==> src/hw/rtl/alt_pkg.sv <==
// shared types and codes for the array list table
// no dependencies
`default_nettype none
package alt_pkg;
  localparam int Depth = 16;
  localparam int IdxW = 4;
  localparam int LenW = 5;

  typedef enum logic [2:0] {
    KIND_APPEND = 3'd0,
    KIND_INSERT = 3'd1,
    KIND_DELETE = 3'd2,
    KIND_GET    = 3'd3,
    KIND_SET    = 3'd4,
    KIND_SORTED = 3'd5,
    KIND_SEARCH = 3'd6,
    KIND_NOP    = 3'd7
  } kind_t;

  typedef enum logic [1:0] {
    ST_DONE      = 2'd0,
    ST_RANGE     = 2'd1,
    ST_FULL      = 2'd2,
    ST_NOT_FOUND = 2'd3
  } status_t;

  typedef enum logic [1:0] {
    CELL_HOLD  = 2'd0,
    CELL_LOAD  = 2'd1,
    CELL_LEFT  = 2'd2,
    CELL_RIGHT = 2'd3
  } cell_op_t;

  typedef enum logic [1:0] {
    FSM_IDLE   = 2'd0,
    FSM_SEARCH = 2'd1,
    FSM_STATS  = 2'd2
  } fsm_t;
endpackage
`default_nettype wire

==> src/hw/rtl/alt_cell.sv <==
// one list entry of the cell row, with its neighbor moves and compare
// depends on alt_pkg
`default_nettype none
module alt_cell (
  input  wire logic             clk,
  input  wire alt_pkg::cell_op_t op,
  input  wire logic [31:0]      left,
  input  wire logic [31:0]      right,
  input  wire logic [31:0]      x,
  input  wire logic             beyond,
  input  wire logic             sfx_in,
  output logic      [31:0]      entry_r,
  output logic                  sfx_out
);
  logic [31:0] entry_nxt;
  logic        lt;

  assign lt = $signed(x) < $signed(entry_r);
  // all cells from here up to the list end hold words above the key
  assign sfx_out = beyond | (lt & sfx_in);

  always_comb begin
    unique case (op)
      alt_pkg::CELL_HOLD:  entry_nxt = entry_r;
      alt_pkg::CELL_LOAD:  entry_nxt = x;
      alt_pkg::CELL_LEFT:  entry_nxt = left;
      alt_pkg::CELL_RIGHT: entry_nxt = right;
      default:             entry_nxt = entry_r;
    endcase
  end

  always_ff @(posedge clk) begin
    entry_r <= entry_nxt;
  end
endmodule
`default_nettype wire

==> src/hw/rtl/array_list_table_unit.sv <==
// top level of the array list table: control, search, statistics sweep
// depends on alt_pkg and alt_cell
`default_nettype none
// A bounded list of up to 16 signed words held in a row of cells. One
// operation is taken per input transfer and one result transfer comes out.
// Append, insert, delete, get, set and sorted insert finish their move in
// the cell row in the accept cycle; binary search then walks its midpoint
// path, one probe per cycle (up to 5 probes, a miss is then settled in the
// search state). Every operation ends with a statistics sweep over the
// current entries, one entry per cycle. A new item is taken while an
// earlier result still waits in the output register.
module array_list_table_unit (
  input  wire logic         clk,
  input  wire logic         rst_n,
  input  wire logic         in_tvalid,
  output logic              in_tready,
  input  wire logic [2:0]   in_tuser,   // kind
  input  wire logic [39:0]  in_tdata,   // position[4:0], value[36:5], zero pad
  output logic              out_tvalid,
  input  wire logic         out_tready,
  // status, read_value, found_index, entry_count, total, largest, smallest
  output logic      [143:0] out_tdata,
  input  wire logic         cfg_valid,
  output logic              cfg_ready,
  input  wire logic [4:0]   cfg_data
);
  localparam int D = alt_pkg::Depth;

  alt_pkg::fsm_t state_r, state_nxt;
  logic [4:0]  cap_r;
  logic [4:0]  len_r;
  logic [31:0] x_r;
  logic [1:0]  status_r;
  logic [31:0] rd_r;
  logic [3:0]  fidx_r;
  logic signed [5:0] lo_r, hi_r;
  logic [4:0]  idx_r;
  logic signed [35:0] sum_r;
  logic [31:0] mx_r, mn_r;
  logic        out_valid_r;
  logic [143:0] out_data_r;

  logic [31:0] ent [D];
  logic [D-1:0] sfx;
  alt_pkg::cell_op_t cop [D];

  logic        acc;
  alt_pkg::kind_t kind;
  logic [4:0]  pos;
  logic [31:0] xin;
  logic [4:0]  cap;
  logic        full;
  logic        pos_ok;
  logic signed [6:0] lh_sum;
  logic [3:0]  mid;
  logic [3:0]  rd_idx;
  logic [31:0] rd_word;
  logic        sweep_more;
  logic        emit;

  assign acc = in_tvalid & in_tready;
  assign kind = alt_pkg::kind_t'(in_tuser);
  assign pos = in_tdata[4:0];
  assign xin = in_tdata[36:5];
  assign cap = (cap_r > 5'(D)) ? 5'(D) : cap_r;
  assign full = len_r >= cap;
  assign pos_ok = pos < len_r;
  assign lh_sum = 7'(lo_r) + 7'(hi_r);
  assign mid = lh_sum[4:1];
  assign sweep_more = idx_r < len_r;
  assign emit = (state_r == alt_pkg::FSM_STATS) && !sweep_more &&
                (!out_valid_r || out_tready);
  assign cfg_ready = 1'b1;

  always_comb begin
    unique case (state_r)
      alt_pkg::FSM_SEARCH: rd_idx = mid;
      alt_pkg::FSM_STATS:  rd_idx = idx_r[3:0];
      default:             rd_idx = pos[3:0];
    endcase
  end
  assign rd_word = ent[rd_idx];

  // cell row
  for (genvar i = 0; i < D; i++) begin : g_cell
    logic [31:0] lft, rgt;
    logic        sin;
    logic        take_left;
    assign lft = (i == 0) ? 32'd0 : ent[(i == 0) ? 0 : i-1];
    assign rgt = (i == D-1) ? 32'd0 : ent[(i == D-1) ? i : i+1];
    assign sin = (i == D-1) ? 1'b1 : sfx[(i == D-1) ? i : i+1];
    assign take_left = (i != 0) && (5'(i) <= len_r) && sfx[(i == 0) ? 0 : i-1];

    always_comb begin
      cop[i] = alt_pkg::CELL_HOLD;
      if (acc) begin
        unique case (kind)
          alt_pkg::KIND_APPEND:
            if (!full && 5'(i) == len_r) cop[i] = alt_pkg::CELL_LOAD;
          alt_pkg::KIND_INSERT:
            if (pos <= len_r && !full) begin
              if (5'(i) == pos) cop[i] = alt_pkg::CELL_LOAD;
              else if (5'(i) > pos && 5'(i) <= len_r) cop[i] = alt_pkg::CELL_LEFT;
            end
          alt_pkg::KIND_DELETE:
            if (pos_ok && 5'(i) >= pos && 6'(i) + 6'd1 < 6'(len_r))
              cop[i] = alt_pkg::CELL_RIGHT;
          alt_pkg::KIND_SET:
            if (pos_ok && 5'(i) == pos) cop[i] = alt_pkg::CELL_LOAD;
          alt_pkg::KIND_SORTED:
            if (!full) begin
              if (take_left) cop[i] = alt_pkg::CELL_LEFT;
              else if (sfx[i]) cop[i] = alt_pkg::CELL_LOAD;
            end
          default: cop[i] = alt_pkg::CELL_HOLD;
        endcase
      end
    end

    alt_cell u_cell (
      .clk     (clk),
      .op      (cop[i]),
      .left    (lft),
      .right   (rgt),
      .x       (xin),
      .beyond  (5'(i) >= len_r),
      .sfx_in  (sin),
      .entry_r (ent[i]),
      .sfx_out (sfx[i])
    );
  end

  // next state
  always_comb begin
    state_nxt = state_r;
    unique case (state_r)
      alt_pkg::FSM_IDLE:
        if (acc) state_nxt = (kind == alt_pkg::KIND_SEARCH) ? alt_pkg::FSM_SEARCH
                                                            : alt_pkg::FSM_STATS;
      alt_pkg::FSM_SEARCH:
        if (lo_r > hi_r || x_r == rd_word) state_nxt = alt_pkg::FSM_STATS;
      alt_pkg::FSM_STATS:
        if (emit) state_nxt = alt_pkg::FSM_IDLE;
      default: state_nxt = alt_pkg::FSM_IDLE;
    endcase
  end

  // outputs
  always_comb begin
    in_tready = (state_r == alt_pkg::FSM_IDLE);
    out_tvalid = out_valid_r;
    out_tdata = out_data_r;
  end

  always_ff @(posedge clk) begin
    if (!rst_n) begin
      state_r <= alt_pkg::FSM_IDLE;
      cap_r <= 5'd16;
      len_r <= '0;
      out_valid_r <= 1'b0;
    end else begin
      state_r <= state_nxt;
      if (cfg_valid && cfg_ready) cap_r <= cfg_data;
      if (acc) begin
        unique case (kind)
          alt_pkg::KIND_APPEND, alt_pkg::KIND_SORTED:
            if (!full) len_r <= len_r + 5'd1;
          alt_pkg::KIND_INSERT:
            if (pos <= len_r && !full) len_r <= len_r + 5'd1;
          alt_pkg::KIND_DELETE:
            if (pos_ok) len_r <= len_r - 5'd1;
          default: len_r <= len_r;
        endcase
      end
      if (emit) out_valid_r <= 1'b1;
      else if (out_tready) out_valid_r <= 1'b0;
    end
  end

  // datapath
  always_ff @(posedge clk) begin
    if (acc) begin
      x_r <= xin;
      rd_r <= '0;
      fidx_r <= '0;
      status_r <= alt_pkg::ST_DONE;
      lo_r <= '0;
      hi_r <= 6'(len_r) - 6'sd1;
      idx_r <= '0;
      sum_r <= '0;
      mx_r <= '0;
      mn_r <= '0;
      unique case (kind)
        alt_pkg::KIND_APPEND, alt_pkg::KIND_SORTED:
          if (full) status_r <= alt_pkg::ST_FULL;
        alt_pkg::KIND_INSERT:
          if (pos > len_r) status_r <= alt_pkg::ST_RANGE;
          else if (full) status_r <= alt_pkg::ST_FULL;
        alt_pkg::KIND_DELETE:
          if (pos_ok) rd_r <= rd_word;
          else status_r <= alt_pkg::ST_RANGE;
        alt_pkg::KIND_GET:
          if (pos_ok) rd_r <= rd_word;
          else begin
            status_r <= alt_pkg::ST_RANGE;
            rd_r <= '1;
          end
        alt_pkg::KIND_SET:
          if (!pos_ok) status_r <= alt_pkg::ST_RANGE;
        default: status_r <= alt_pkg::ST_DONE;
      endcase
    end else if (state_r == alt_pkg::FSM_SEARCH) begin
      if (lo_r > hi_r) status_r <= alt_pkg::ST_NOT_FOUND;
      else if (x_r == rd_word) fidx_r <= mid;
      else if ($signed(x_r) < $signed(rd_word)) hi_r <= $signed({2'b00, mid}) - 6'sd1;
      else lo_r <= $signed({2'b00, mid}) + 6'sd1;
    end else if (state_r == alt_pkg::FSM_STATS && sweep_more) begin
      idx_r <= idx_r + 5'd1;
      sum_r <= sum_r + 36'($signed(rd_word));
      if (idx_r == 5'd0 || $signed(rd_word) > $signed(mx_r)) mx_r <= rd_word;
      if (idx_r == 5'd0 || $signed(rd_word) < $signed(mn_r)) mn_r <= rd_word;
    end
    if (emit) out_data_r <= {1'b0, mn_r, mx_r, sum_r, len_r, fidx_r, rd_r, status_r};
  end

  a_len_bound: assert property (@(posedge clk) disable iff (!rst_n)
    len_r <= 5'(D)) else $error("list length above depth");
  a_len_step: assert property (@(posedge clk) disable iff (!rst_n)
    (len_r == $past(len_r)) || (len_r == $past(len_r) + 5'd1) ||
    (len_r == $past(len_r) - 5'd1)) else $error("length moved by more than one");
  a_busy_after_take: assert property (@(posedge clk) disable iff (!rst_n)
    acc |=> (state_r != alt_pkg::FSM_IDLE)) else $error("idle right after a transfer");
  a_search_window: assert property (@(posedge clk) disable iff (!rst_n)
    (state_r == alt_pkg::FSM_SEARCH) |-> (lo_r <= hi_r + 6'sd1))
    else $error("search window crossed");
endmodule
`default_nettype wire

==> config.mk <==
export PLATFORM = sky130hd
export DESIGN_NAME = array_list_table_unit
export DESIGN_NICKNAME = d
export VERILOG_FILES = /design/src/hw/rtl/alt_pkg.sv /design/src/hw/rtl/alt_cell.sv /design/src/hw/rtl/array_list_table_unit.sv
export SDC_FILE = /design/constraint.sdc
export NUM_CORES = 2
export LEC_CHECK = 0
export ABC_CLOCK_PERIOD_IN_PS = 9540
export BUFFER_PORTS_ARGS = -buffer_cell sky130_fd_sc_hd__buf_4
export CORE_UTILIZATION = 64
export CTS_CLUSTER_DIAMETER = 200
export CTS_CLUSTER_SIZE = 8
export DETAILED_ROUTE_END_ITERATION = 12
export PLACE_DENSITY = 0.82
export SLEW_MARGIN = 10
export SYNTH_ARGS = -nofsm -noshare
export SYNTH_HDL_FRONTEND = slang
export SYNTH_SLANG_ARGS = --single-unit
==> constraint.sdc <==
create_clock -name clk -period 9.54 [get_ports clk]
set_clock_uncertainty 0.1 [all_clocks]
set_input_delay 1.908 -clock clk [delete_from_list [all_inputs] [get_ports clk]]
set_output_delay 1.908 -clock clk [all_outputs]
set_load 0.01 [all_outputs]
# --- Word-level counts from Yosys, hierarchy flattened ---
# Index checks and enable logic that the tools add are counted.
classes:
  magnitude_cmp: 107
  bitwise_logic: 37
  eq_ne: 95
  n_addsub: 8
  muxes: 222
  n_reduce_logical: 143
op_table:
  columns: ["cell", "count"]
  rows:
  - ["case mux 32 bit (3 select lines)", 16]
  - ["less-than comparator 32 bit", 18]
  - ["two-way mux 2 bit", 119]
  - ["case mux 2 bit (5 select lines)", 16]
  - ["binary-select mux 32 bit (select 4 bit)", 1]
  - ["two-way mux 32 bit", 4]
  - ["logical AND 1 bit", 99]
  - ["equality test 4 x 5 -> 1 bit, first input constant", 16]
  - ["greater-or-equal comparator 4 x 5 -> 1 bit, first input constant", 16]
  - ["equality test 2 bit, second input constant", 33]
  - ["case mux 32 bit (2 select lines)", 1]
  - ["two-way mux 1 bit", 52]
  - ["equality test 3 x 5 -> 1 bit, first input constant", 8]
  - ["greater-or-equal comparator 3 x 5 -> 1 bit, first input constant", 8]
  - ["> comparator 4 x 5 -> 1 bit, first input constant", 8]
  - ["less-or-equal comparator 4 x 5 -> 1 bit, first input constant", 8]
  - ["less-than comparator 4 x 5 -> 1 bit, first input constant", 8]
  - ["adder 36 x 32 -> 36 bit", 1]
  - ["equality test 2 x 1 -> 1 bit, second input constant", 17]
  - ["zero test 2 bit", 17]
  - ["equality test 32 bit", 1]
  - ["> comparator 32 bit", 1]
  - ["two-way mux 6 bit", 5]
  - ["equality test 2 x 5 -> 1 bit, first input constant", 4]
  - ["51 further kinds", 135]
word_totals:
  output_inout_bits: 147
  input_bits: 53
  word_cells: 643
  regBits: 854

# --- Longest topological paths before layout ---
logic_depth:
  depth_word: 39
  depth_mapped: 30
  mapped_depth_nobuf: 26

# --- By module ---
# Synthesis repeated with hierarchy kept, for this count alone.
hier_totals:
  hier_cells: 6857
  hier_area_um2: 61828.0
by_module_without_submodules:
  columns: ["module", "n_inst", "area_per_inst_um2", "seq_area_each_um2", "cells_per_inst"]
  rows:
  - ["alt_cell", 16, 2442.3, 960.9, 255]
  - ["array_list_table_unit", 1, 22750.6, 8998.6, 2777]

# --- Worst setup path after synthesis ---
# OpenSTA, ideal clock, no wires.
synth_timing:
  kind: "input port to flip-flop"
  start: "input in_tdata[30]"
  end: "register g_cell[2].u_cell.entry_r[0] (enable)"
  n_path_buf: 1
  required_time_ps: 8974
  slack_ps: 1953
  arrival_ps: 7021
  stages: 12
  setup_time_ps: 466
  cell_sequence: "ha_1 > a21o_1 > a2111oi_0 > o21ai_0 > mux2_2 > a311o_1 > or3_1 > o31ai_4 > a22o_1 > a31oi_4 > buf_4 > o21ai_0"
synth_via:
  elab_chain_len: 36
  word_cells_on_any_way: 51
  cone_classes: "15 x order compare; 5 x mux; 29 x bitwise; 2 x reduce/logical"
synth_rtl:
  columns: ["element", "line_no", "rtl"]
  rows:
  - ["start, declared", "array_list_table_unit.sv:18", "input wire logic [39:0] in_tdata,"]
  - ["less-than comparator 32 bit", "alt_cell.sv:18", "assign lt = $signed(x) < $signed(entry_r);"]
  - ["bitwise OR 1 bit", "alt_cell.sv:20", "assign sfx_out = beyond | (lt & sfx_in);"]
  - ["AND 1 bit", "alt_cell.sv:20", null]
  - ["bitwise OR 1 bit", "alt_cell.sv:20", null]
  - ["AND 1 bit", "alt_cell.sv:20", null]
  - ["bitwise OR 1 bit", "alt_cell.sv:20", null]
  - ["AND 1 bit", "alt_cell.sv:20", null]
  - ["bitwise OR 1 bit", "alt_cell.sv:20", null]
  - ["[... 20 more ...]", null, null]
  - ["AND 1 bit", "alt_cell.sv:20", null]
  - ["bitwise OR 1 bit", "alt_cell.sv:20", null]
  - ["logical AND 1 bit", "array_list_table_unit.sv:92", "assign take_left = (i != 0) && (5'(i) <= len_r) && sfx[(i == 0) ? 0 : i-1];"]
  - ["two-way mux 2 bit (*)", "array_list_table_unit.sv:112", "if (take_left) cop[i] = alt_pkg::CELL_LEFT;"]
  - ["two-way mux 2 bit (*)", "array_list_table_unit.sv:111", "if (!full) begin"]
  - ["case mux 2 bit (5 select lines) (*)", "array_list_table_unit.sv:97", "unique case (kind)"]
  - ["two-way mux 2 bit (*)", "array_list_table_unit.sv:96", "if (acc) begin"]
  - ["zero test 2 bit (*)", "alt_cell.sv:23", "unique case (op)"]
  - ["end signal, assigned", "alt_cell.sv:33", "entry_r <= entry_nxt;"]
  - ["end, declared", "alt_cell.sv:12", "output logic [31:0] entry_r,"]
# Every way passes the cells marked *; elsewhere a longest branch is shown, timed or not.
# A chain may end at the register's enable or synchronous reset.

# --- Worst setup path after layout ---
layout_timing:
  start: "input in_tdata[0]"
  end: "register sum_r[32]"
layout_via:
  elab_chain_len: 6
layout_rtl:
  columns: ["element", "line_no", "rtl"]
  rows:
  - ["case mux 4 bit (2 select lines)", "array_list_table_unit.sv:76", "unique case (state_r)"]
  - ["inverter 4 -> 5 bit (not written as such)", "array_list_table_unit.sv:82", "assign rd_word = ent[rd_idx];"]
  - ["binary-select mux 32 bit (select 4 bit)", "array_list_table_unit.sv:82", null]
  - ["two-way mux 32 bit (not written as such) (2 in a row)", "array_list_table_unit.sv:82", null]
  - ["via rd_word[0]", "array_list_table_unit.sv:57", "logic [31:0] rd_word;"]
  - ["adder 36 x 32 -> 36 bit", "array_list_table_unit.sv:219", "sum_r <= sum_r + 36'($signed(rd_word));"]
  - ["end signal, assigned", "array_list_table_unit.sv:219", null]
  - ["end, declared", "array_list_table_unit.sv:38", "logic signed [35:0] sum_r;"]
# The timed path passes the listed nets, and every way through them passes these cells. The select of a mux whose other input is x is not followed.

==> flow_summary.toml <==
[layout]
nFillCells = 6935
final_cell_mix = "727 x edfxtp_1, 664 x ha_1, 648 x inv_1"
register_area_um2 = 24370
layout-drive-gt1-share_pct = 10.60
fin_nets = 7056
multi_input_area_um2 = 33210
final_cells = 7650
final_area_um2 = 67270
mostFrequentLayoutCell = "edfxtp_1"
syn2layout_area_growth_pct = 9.955

[worst_setup_path]
crit_type = "input port to register"
worstPathRequired_ns = 10.08
path_cells = "buf_4, o21ai_4, buf_12, buf_12, mux4_2, mux2i_1, mux2i_1, ha_1, inv_1, fa_1, nor2b_1, o21a_1, o211ai_1, a31oi_1, o41ai_1, a211oi_1, o21ai_0, a21oi_1, a41oi_1, xnor2_1, nand2_1, a21oi_1"
r2r_slack_ns = 1.74
start_kind = "input port"
end_kind = "register"
slowest_stage = "mux2i_1"
critPathMaxStageDelay_ns = 0.94
cp.arrival_ns = 8.49
crit_path_max_fanout = 90

[clock_tree]
ctsResizeCount = 0
root_buffer = "clkbuf_16"
post-cts-setup-buffers = 0
postCtsHoldBufs = 0
cts_buffer_depth = 3
cts-buffers-inserted = 116
clkLatencyLatePin_ns = 0.75
cts_tree = "built"
h-tree-depth = 3
clk_pin_slew_worst_paths_ns = 0.05
clock-sinks = 854

[route]
avgRoutedWirePerCell_um = 23.83
wl_met3_um = 16070
drc = 0
m1WireLength_um = 71190
highest_layer = "met5"
antenna_left = 0
via_count = 50090
first_pass_iters = 7
viasPerCell = 6.548
route.met2.wl_um = 83930
wirelength_um = 182300
first_iter_violations = 5037

[floorplan]
io-pin-count = 200
fp.dieH_um = 311.2
initial_utilization_pct = 64.49
fp-row-count = 113
die-area_um2 = 96840
die_width_um = 311.2
fp.coreArea_um2 = 94870

[placed_design]
placed_cells = 7483
portBuffers = 194
post_dp_cell_area_um2 = 64000
hpwl_um = 133000
pre_cts_slack_ns = 1.217
gp_congestion = 0.9468

[sta]
tightest_slew_ns = 1.207
setup-tns-final_ns = 0
fmaxAchievable_mhz = 125.9
hold_viol_final = 0
drv_slew = 0
min_period_over_period_pct = 83.26
finalWorstSetupSlack_ns = 1.597
min_period_ns = 7.943
relSlewSlack_pct = 17.21
setup_viol = 0
rsz0062_at_grt = "no"

[global_routing]
grt_pass1_wl_um = 280900
grt_max_degree = 124
grt_pass1_vias = 49740
grt_overflow = 0
grt_use_total_pct = 36.86
antenna_found_initial = 4

[logic_synthesis]
syn_area_um2 = 61180
ys_dominant_reg_cell = "edfxtp_1"
ys_seq_area_share_pct = 39.84
synth_cells = 6244
synth_top_area_share_pct = 35.68
synth_fp_nets = 6964
syn_area_per_cell_um2 = 9.799
yosys.cell_types.count = 94
synth.largest_area_cell = "edfxtp_1"
synth_enable_flop_cells = 727
ys_ff_latch = 854
async_flop_share_pct = 0
yosys-top-cells-area = "edfxtp_1 36%, ha_1 14%, mux2i_1 9.5%"
ys_warn_count = 0

[hold_path]
worst_hold_path_type = "register to register"

[power_and_ir_drop]
ir_drop_uv = 155.8
p_int_mw = 8.375
seq_power_share_pct = 35.3
p_switching_mw = 4.801
pwr-share-clk_pct = 29.4
pwr_density_cell_nw_per_um2 = 195.9
leakagePower_nw = 29.48
p_comb_share_pct = 35.3
swShare_pct = 36.44

[run]
maxCapViolCount = 0

[outcome]
status = "finished clean"
==> worst max-delay path: cells and delay by family <==
kind / cells / cell delay, ns
buffers and inverters: 4 / 1.05
muxes: 3 / 1.26
AOI/OAI and AO/OA: 10 / 3.05
xor gates and xnor gates: 1 / 0.18
and+or+nand+nor: 2 / 0.24
adders and majority gates: 2 / 0.70
==> power by group through the flow <==
stage / combinational (mW) / sequential, mW / clock (mW)
after global routing: 5.01 / 4.67 / 4.03
after CTS: 4.55 / 4.65 / 3.89
final: 4.65 / 4.65 / 3.88
after detailed placement: 4.50 / 4.72 / 0
after floorplan: 2.92 / 4.72 / 0
after global placement: 4.36 / 4.70 / 0
==> cells in the mapped netlist (70+ instances only) <==
cell and count:
ha_1 664, nand2_1 374, mux2_2 180, mux2i_1 583
inv_1 650, dfxtp_1 127, edfxtp_1 727, nand3_1 101
nand4_1 81, nor2_1 477, clkbuf_1 238, a211oi_1 266
a21oi_1 572, nand2b_1 70, o21ai_0 305, a21o_1 149
==> worst paths after layout <==
check               from            end  cells after the start
min              rd_r[8]  out_tdata[10]                      0
max          in_tdata[0]      sum_r[32]                     22
min reg2reg      rd_r[8]  out_tdata[10]                      0
max reg2reg      hi_r[0]      sum_r[32]                     24
==> logic make-up after synthesis <==
group / Yosys count / synth area share (%)
buffers and inverters: 986 / 6.368
XOR/XNOR: 46 / 0.6585
AND/OR/NAND/NOR: 1317 / 9.873
AO/OA/AOI/OAI: 1600 / 16.48
other: 2 / 0.01227
adder cells (fa/ha/maj): 667 / 13.68
multiplexers: 772 / 13.09
flip-flops: 854 / 39.84
==> flip-flops by register name, summed over array words and instances, names as in the netlist <==
register	count
cap_r	5
g_cell.u_cell.entry_r	512
mx_r	32
x_r	32
sum_r	36
mn_r	32
rd_r	32
len_r	5
idx_r	5
hi_r	6
lo_r	5
fidx_r	4
status_r	2
out_tdata	143
state_r	2
out_tvalid	1
==> per-layer routing <==
layer,track usage (%),vias up
met5,0,-
met4,21.73,2
met3,5.725,588
met2,59.17,2572
met1,47.28,23910
li1,-,23020
==> through the flow <==
stage          hold slack [ns]  total power, mW  utilization (%)
2_1_floorplan           0.3003            7.647                -
3_3_place_gp            0.3025            9.060            67.46
3_5_place_dp            0.3045            9.214            67.46
4_1_cts                 0.2746            13.09            70.91
5_1_grt                 0.2983            13.71            70.91
6_report                0.2783            13.18            70.91
==> final cells by class <==
| class | count | area share [%] |
|---|---|---|
| multi-input combinational | 4404 | 49.37 |
| clock buffer | 159 | 4.586 |
| tap | 1265 | 2.353 |
| clock inverter | 7 | 0.2734 |
| sequential | 854 | 36.23 |
| inverter | 661 | 3.699 |
| timing repair buffer | 299 | 3.485 |
| antenna | 1 | 0.003720 |
(Power assumes the default switching activity.)
